[config.mk]
export PLATFORM = sky130hd
export DESIGN_NAME = bwrn_ctrl
export DESIGN_NICKNAME = d
export VERILOG_FILES = /design/src/bwrn_pkg.sv /design/src/bwrn_ctrl.sv
export SDC_FILE = /design/constraint.sdc
export NUM_CORES = 1
export LEC_CHECK = 0
export ABC_AREA = 1
export ABC_CLOCK_PERIOD_IN_PS = 1300
export BUFFER_PORTS_ARGS = -buffer_cell sky130_fd_sc_hd__buf_2
export CORE_ASPECT_RATIO = 0.6
export CORE_UTILIZATION = 30
export DETAILED_ROUTE_END_ITERATION = 7
export SLEW_MARGIN = 5
export SYNTH_ARGS = -nofsm -noshare
export SYNTH_HDL_FRONTEND = slang
export SYNTH_SLANG_ARGS = --single-unit
[constraint.sdc]
create_clock -name clk -period 1.3 [get_ports clk]
set_input_delay 0.26 -clock clk [delete_from_list [all_inputs] [get_ports clk]]
set_output_delay 0.26 -clock clk [all_outputs]
set_load 0.005 [all_outputs]
[src/bwrn_pkg.sv]
`timescale 1ns / 1ps
// Shared types, constants and helper functions for the Bloom-filter RAM node.
// Used by bwrn_ctrl, bwrn_datapath and bloom_weightless_ram_node; no dependencies.
package bwrn_pkg;

    localparam int MAX_FILTER_BITS = 12;
    localparam int CLASS_COUNT     = 16;
    localparam int TUPLE_BITS      = 4;
    localparam int NUM_SLICES      = 4;
    localparam int SLICE_W         = 16;
    localparam int KEY_W           = 64;
    localparam int ADDR_W          = MAX_FILTER_BITS;
    localparam int CLASS_W         = CLASS_COUNT;
    localparam int CLASS_IDX_W     = 4;
    localparam int SLICE_IDX_W     = 2;
    localparam int CFG_IDX_W       = 3;
    localparam int OUT_W           = 16;

    // Configuration register indexes.
    typedef enum logic [CFG_IDX_W-1:0] {
        REG_TUPLE_LENGTH = 3'd0,
        REG_NUM_HASHES   = 3'd1,
        REG_FILTER_BITS  = 3'd2,
        REG_KEY_0        = 3'd3,
        REG_KEY_1        = 3'd4,
        REG_KEY_2        = 3'd5,
        REG_KEY_3        = 3'd6
    } cfg_reg_t;

    // Item modes as carried on tuser.
    localparam logic MODE_TRAIN   = 1'b0;
    localparam logic MODE_PREDICT = 1'b1;

    typedef enum logic [2:0] {
        ST_CLEAR,
        ST_IDLE,
        ST_READ,
        ST_MODIFY,
        ST_DONE
    } state_t;

    // Commands from the controller to the datapath.
    typedef struct packed {
        logic              load;
        logic              clear_en;
        logic [ADDR_W-1:0] clear_addr;
        logic              rd_en;
        logic              mod_en;
        logic [SLICE_IDX_W-1:0] slice;
        logic              out_load;
    } bwrn_cmd_t;

    // Status from the datapath to the controller.
    typedef struct packed {
        logic [SLICE_IDX_W-1:0] last_slice;
        logic                   out_full;
    } bwrn_status_t;

    // Number of tuple bits in use, limited to 1..TUPLE_BITS.
    function automatic logic [2:0] clamp_tuple_len(input logic [2:0] v);
        logic [2:0] r;
        if (v == 3'd0)
            r = 3'd1;
        else if (v > 3'(TUPLE_BITS))
            r = 3'(TUPLE_BITS);
        else
            r = v;
        return r;
    endfunction

    // Index of the last hash slice in use, from a count limited to 1..4.
    function automatic logic [SLICE_IDX_W-1:0] last_slice_of(input logic [2:0] v);
        logic [SLICE_IDX_W-1:0] r;
        if (v == 3'd0)
            r = '0;
        else if (v > 3'(NUM_SLICES))
            r = SLICE_IDX_W'(NUM_SLICES - 1);
        else
            r = SLICE_IDX_W'(v - 3'd1);
        return r;
    endfunction

    // Address mask for a filter width limited to 1..MAX_FILTER_BITS.
    function automatic logic [ADDR_W-1:0] addr_mask_of(input logic [3:0] v);
        logic [3:0]      fb;
        logic [ADDR_W:0] m;
        if (v == 4'd0)
            fb = 4'd1;
        else if (v > 4'(MAX_FILTER_BITS))
            fb = 4'(MAX_FILTER_BITS);
        else
            fb = v;
        m = ((ADDR_W+1)'(1) << fb) - (ADDR_W+1)'(1);
        return m[ADDR_W-1:0];
    endfunction

endpackage

[src/bwrn_ctrl.sv]
`timescale 1ns / 1ps
// Controller of the Bloom-filter RAM node: clearing sweep and the per-item
// read/modify sequence over the hash slices. Uses bwrn_pkg.
module bwrn_ctrl
    import bwrn_pkg::*;
(
    input  logic         clk,
    input  logic         rst_n,
    input  logic         s_tvalid,
    output logic         s_tready,
    input  bwrn_status_t status,
    input  logic         m_tready,
    output bwrn_cmd_t    cmd
);

    state_t                 state_reg, state_next;
    logic [SLICE_IDX_W-1:0] slice_reg, slice_next;
    logic [ADDR_W-1:0]      clear_reg, clear_next;

    always_ff @(posedge clk or negedge rst_n)
    begin
        if (!rst_n)
        begin
            state_reg <= ST_CLEAR;
            slice_reg <= '0;
            clear_reg <= '0;
        end
        else
        begin
            state_reg <= state_next;
            slice_reg <= slice_next;
            clear_reg <= clear_next;
        end
    end

    always_comb
    begin
        state_next     = state_reg;
        slice_next     = slice_reg;
        clear_next     = clear_reg;
        s_tready       = 1'b0;
        cmd            = '0;
        cmd.clear_addr = clear_reg;
        cmd.slice      = slice_reg;
        unique case (state_reg)
            ST_CLEAR:
            begin
                cmd.clear_en = 1'b1;
                clear_next   = clear_reg + 1'b1;
                if (clear_reg == '1)
                    state_next = ST_IDLE;
            end
            ST_IDLE:
            begin
                s_tready = 1'b1;
                if (s_tvalid)
                begin
                    cmd.load   = 1'b1;
                    slice_next = '0;
                    state_next = ST_READ;
                end
            end
            ST_READ:
            begin
                cmd.rd_en  = 1'b1;
                state_next = ST_MODIFY;
            end
            ST_MODIFY:
            begin
                cmd.mod_en = 1'b1;
                if (slice_reg == status.last_slice)
                    state_next = ST_DONE;
                else
                begin
                    slice_next = slice_reg + 1'b1;
                    state_next = ST_READ;
                end
            end
            ST_DONE:
            begin
                if (!status.out_full || m_tready)
                begin
                    cmd.out_load = 1'b1;
                    state_next   = ST_IDLE;
                end
            end
            default:
                state_next = ST_IDLE;
        endcase
    end

`ifndef SYNTHESIS
    a_mod_after_read: assert property (@(posedge clk) disable iff (!rst_n)
        cmd.mod_en |-> $past(cmd.rd_en))
        else $error("modify step without a preceding store read");
    a_slice_bound: assert property (@(posedge clk) disable iff (!rst_n)
        (cmd.rd_en || cmd.mod_en) |-> (slice_reg <= status.last_slice))
        else $error("hash slice index beyond the configured count");
    a_accept_starts: assert property (@(posedge clk) disable iff (!rst_n)
        (s_tvalid && s_tready) |=> (state_reg == ST_READ && slice_reg == '0))
        else $error("accepted word did not start at the first slice");
`endif

endmodule

# Yosys cells after proc, flatten, opt, wreduce, memory -nomap -nowiden
# Index checks and enable logic that the tools add are counted.
# word_totals
regBits	17
wordCells	37
# classes
eq_ne	10
n_reduce_logical	6
add_sub_neg	2
mux	16
# op_table
operator	count
case mux 3 bit (5 select lines)	1
adder 12 x 1 -> 12 bit, second input constant	1
== test 12 bit, second input constant	1
two-way mux 3 bit	4
two-way mux 1 bit	8
inequality test 2 bit, second input constant	4
== test 3 x 2 -> 1 bit, second input constant	2
AND reduction 3 bit	2
two-way mux 2 bit	2
case mux 2 bit (2 select lines)	1
== test 3 x 1 -> 1 bit, second input constant	1
== test 3 bit, second input constant	1
logical NOT 3 bit	1
adder 2 x 1 -> 2 bit, second input constant	1
== test 2 bit	1
nonzero test 2 bit	1
logical NOT 1 bit	1
logical OR 1 bit	1

# Depth between registers and ports, before layout
# depth
depth_word	4
ltp_mapped	8
depth_no_buf	8

# Worst setup path after synthesis
# Ideal clock, no wire load.
# synth_path
kind	reg-to-reg
startpoint	reg clear_reg[0]
endpoint	reg state_reg[0]
synth_period_minus_slack_ps	1245
setup_ps	117
stages_incl_launch_ff	8
arrival_time_ps	1127
slack_ps	55
n_path_buf	0
path_cell_list	dfrtp_1 > ha_1 > nand3_1 > inv_1 > nand3_1 > nand2_2 > nand3_1 > nand2_1
# synth_between
elab_chain_cells	3
# synth_rtl
element	line_no	source
start, declared	bwrn_ctrl.sv:18	logic [ADDR_W-1:0] clear_reg, clear_next;
start signal, assigned	bwrn_ctrl.sv:32	clear_reg <= clear_next;
== test 12 bit	bwrn_ctrl.sv:50	if (clear_reg == '1)
inequality test 2 bit (no source line)	--	
AND reduction 3 bit (no source line)	--	
end signal, assigned	bwrn_ctrl.sv:30	state_reg <= state_next;
end, declared	bwrn_ctrl.sv:16	state_t state_reg, state_next;
# No other way between the ends.
# A chain may end at the register's enable or synchronous reset.

==> impl_metrics.yaml <==
run_status:
  outcome: "finished, violations left"
  violations: "setup timing"
route:
  drt-initial-drc-count: 60
  drt.antenna.violating_nets: 0
  viasPerCell: 4.48
  detail_route.wirelength_mm: 2.54
  wire_per_inst_um: 12.0
  num_vias: 945
  drtPass1Iterations: 4
  drc: 0
clock_network:
  path_clk_slew_ns: 0.06
  tritoncts: "yes"
  cts_buffers: 3
  cts_buffer_depth: 2
  clk_latency_ns: 0.26
  cts_sinks: 17
  htree_levels: 1
  cts_root_buffer: "clkbuf_8"
yosys:
  synthArstFlopShare_pct: 100
  synth-compound-area-share_pct: 1.73
  synth.area.mux_share_pct: 0
  synth_cells: 124
  synth_top_family_by_area: "simple AND/OR/NAND/NOR gates"
  syn_nets: 132
  synth-edff-count: 0
  synth_xor_area_share_pct: 6.91
  synthAdderAreaFrac_pct: 1.23
  yosys_warnings: 0
  synthSimpleGateAreaFrac_pct: 41.2
  ys_ff_latch: 17
  ys_seq_area_share_pct: 41.9
  synth_area_um2: 1010
  synth_area_per_cell_um2: 8.18
  synth.distinct_cells: 24
  synth_ff_type: "dfrtp_1"
sta:
  tns_ns: -0.896
  skew_ns: 0.00877
  grt_setup_unrepaired: "yes"
  worst_slack_ns: -0.207
  worst_pin_slew_ns: 0.371
  fin_crit_sh_pct: 116
  fmax_ghz: 0.664
  min_period_ns: 1.51
  maxSlewHeadroom_pct: 75.3
  report.final.slew_viol_count: 0
  hold_viol_final: 0
  setup_violations: 10
finish:
  largest_reg_flops: 12
  fin_nets: 178
  drive_gt1_share_pct: 41.4
  final_common_cell: "nand2_1"
  area_delta_synth_final_pct: 40.9
  final_cell_mix: "nand2_1 (32), buf_2 (25), dfrtp_1 (15), inv_1 (13), buf_4 (10)"
  antennaDiodeCount: 0
  final_area_um2: 1430
placed_design:
  place_congestion: 0.793
  portBuffers: 26
  post-place-ws_ns: -0.00363
  place_area_um2: 1230
  dpl.hpwl_mm: 1.79
power:
  vdd_drop_max_uv: 310
  p_clk_share_pct: 41.6
  p_seq_share_pct: 55.1
  p_leak_nw: 0.742
  powerDensity_nw_per_um2: 671
  intPower_mw: 0.753
  p_sw_share_pct: 21.5
  p_switching_mw: 0.206
  pwr-share-comb_pct: 3.3
  finalPower_mw: 0.960
floorplan:
  start_util_pct: 33.4
  fp.dieH_um: 47.1
  rows: 15
  die_w_um: 77.1
  pin_count: 27
  die-area_um2: 3630
  core_um2: 3040
setup_path:
  required_ns: 1.04
  r2r_slack_ns: -0.06
  path_max_fanout: 3
  end_kind: "primary output"
  startpoint_type: "flop"
  critPathKind: "reg -> out"
  worstPathArrival_ns: 1.25
flow_run:
  drv_cap: 0
global_route:
  grt_pass1_wl_mm: 3.79
  grt_max_degree: 18
  grtUsageTotal_pct: 14.4
  antenna_found_initial: 0
  grt_overflow: 0
  grt_pass1_vias: 819
worst_hold_path:
  holdCritPathClass: "in -> reg"
[critical path, cell delays in order (launching register included)]
cell and delay (ns):
dfrtp_2 0.43, nor2_4 0.15, inv_2 0.06, a211oi_2 0.21, buf_2 0.15
[area by class of cell]
cell class / instances / area [um^2]
fill: 292 / 1610
multi-input combinational: 90 / 562
sequential: 17 / 428
timing repair buffer: 41 / 270
inverter: 17 / 71.3
tap: 42 / 52.6
clock buffer: 3 / 41.3
clock inverter: 1 / 5.00
[final timing paths]
path                                    start       endpoint  cells after the start
worst max-delay path             state_reg[0]         cmd[0]                      4
worst min-delay path                 s_tvalid   state_reg[0]                      4
worst max register to register   state_reg[0]   clear_reg[7]                      8
worst min register to register  clear_reg[10]  clear_reg[10]                      2
max in group asynchronous               rst_n   state_reg[0]                      2
min in group asynchronous               rst_n   clear_reg[4]                      2
[routing by layer]
layer	up-vias	part of all wire, %	GRT usage (%)	routed length, um
met5	-	0	0	0
met4	0	2.1	7.17	53
met3	6	3.4	4.27	87
met2	16	45	22.3	1150
met1	436	49	18.9	1250
li1	487	-	-	-
[repair_timing]
| item | in CTS | in global routing |
|---|---|---|
| buffers inserted | 4 | 7 |
| gates cloned | 0 | 0 |
| pin swaps | 1 | 6 |
| gates resized for setup | 9 | 10 |
| endpoints found under the hold margin | 17 | 0 |
| setup endpoints to repair | 6 | 17 |
| hold buffers | 1 | 0 |
[per-stage QoR]
step	std cells	util (%)	hold slack (ns)
finish	211	47.0	0.331
global route	211	47.0	0.340
CTS	205	44.2	0.323
detailed placement	196	40.4	0.208
global placement	196	40.4	0.207
floorplan	124	-	-0.0356
[cells in the mapped netlist, types with 2 or more instances]
cell type	instances	area, um^2
inv_1	14	52.6
nor2_4	3	33.8
nand4_1	7	43.8
nand2_1	33	124
nand3_1	10	50.1
nand2_2	4	25.0
nor2_1	9	33.8
dfrtp_1	17	425
nand2_4	3	33.8
nand3b_1	2	15.0
nor3_1	2	10.0
xor2_1	2	17.5
nor2_2	2	12.5
xnor2_1	6	52.6
[logic make-up after synthesis]
logic type / Yosys count
compound gates: 3
xor+xnor: 8
fa+ha+maj: 1
buf+inv: 17
flops: 17
simple gates: 78
[power by group through the flow]
stage | Combinational (mW) | Clock (mW) | Sequential (mW)
after global placement | 0.0286 | 0 | 0.539
after floorplan | 0.00758 | 0 | 0.539
after detailed placement | 0.0294 | 0 | 0.539
final | 0.0316 | 0.399 | 0.529
after global routing | 0.0374 | 0.439 | 0.528
after CTS | 0.0324 | 0.407 | 0.529
No activity file was read; power rests on OpenSTA's default activity.
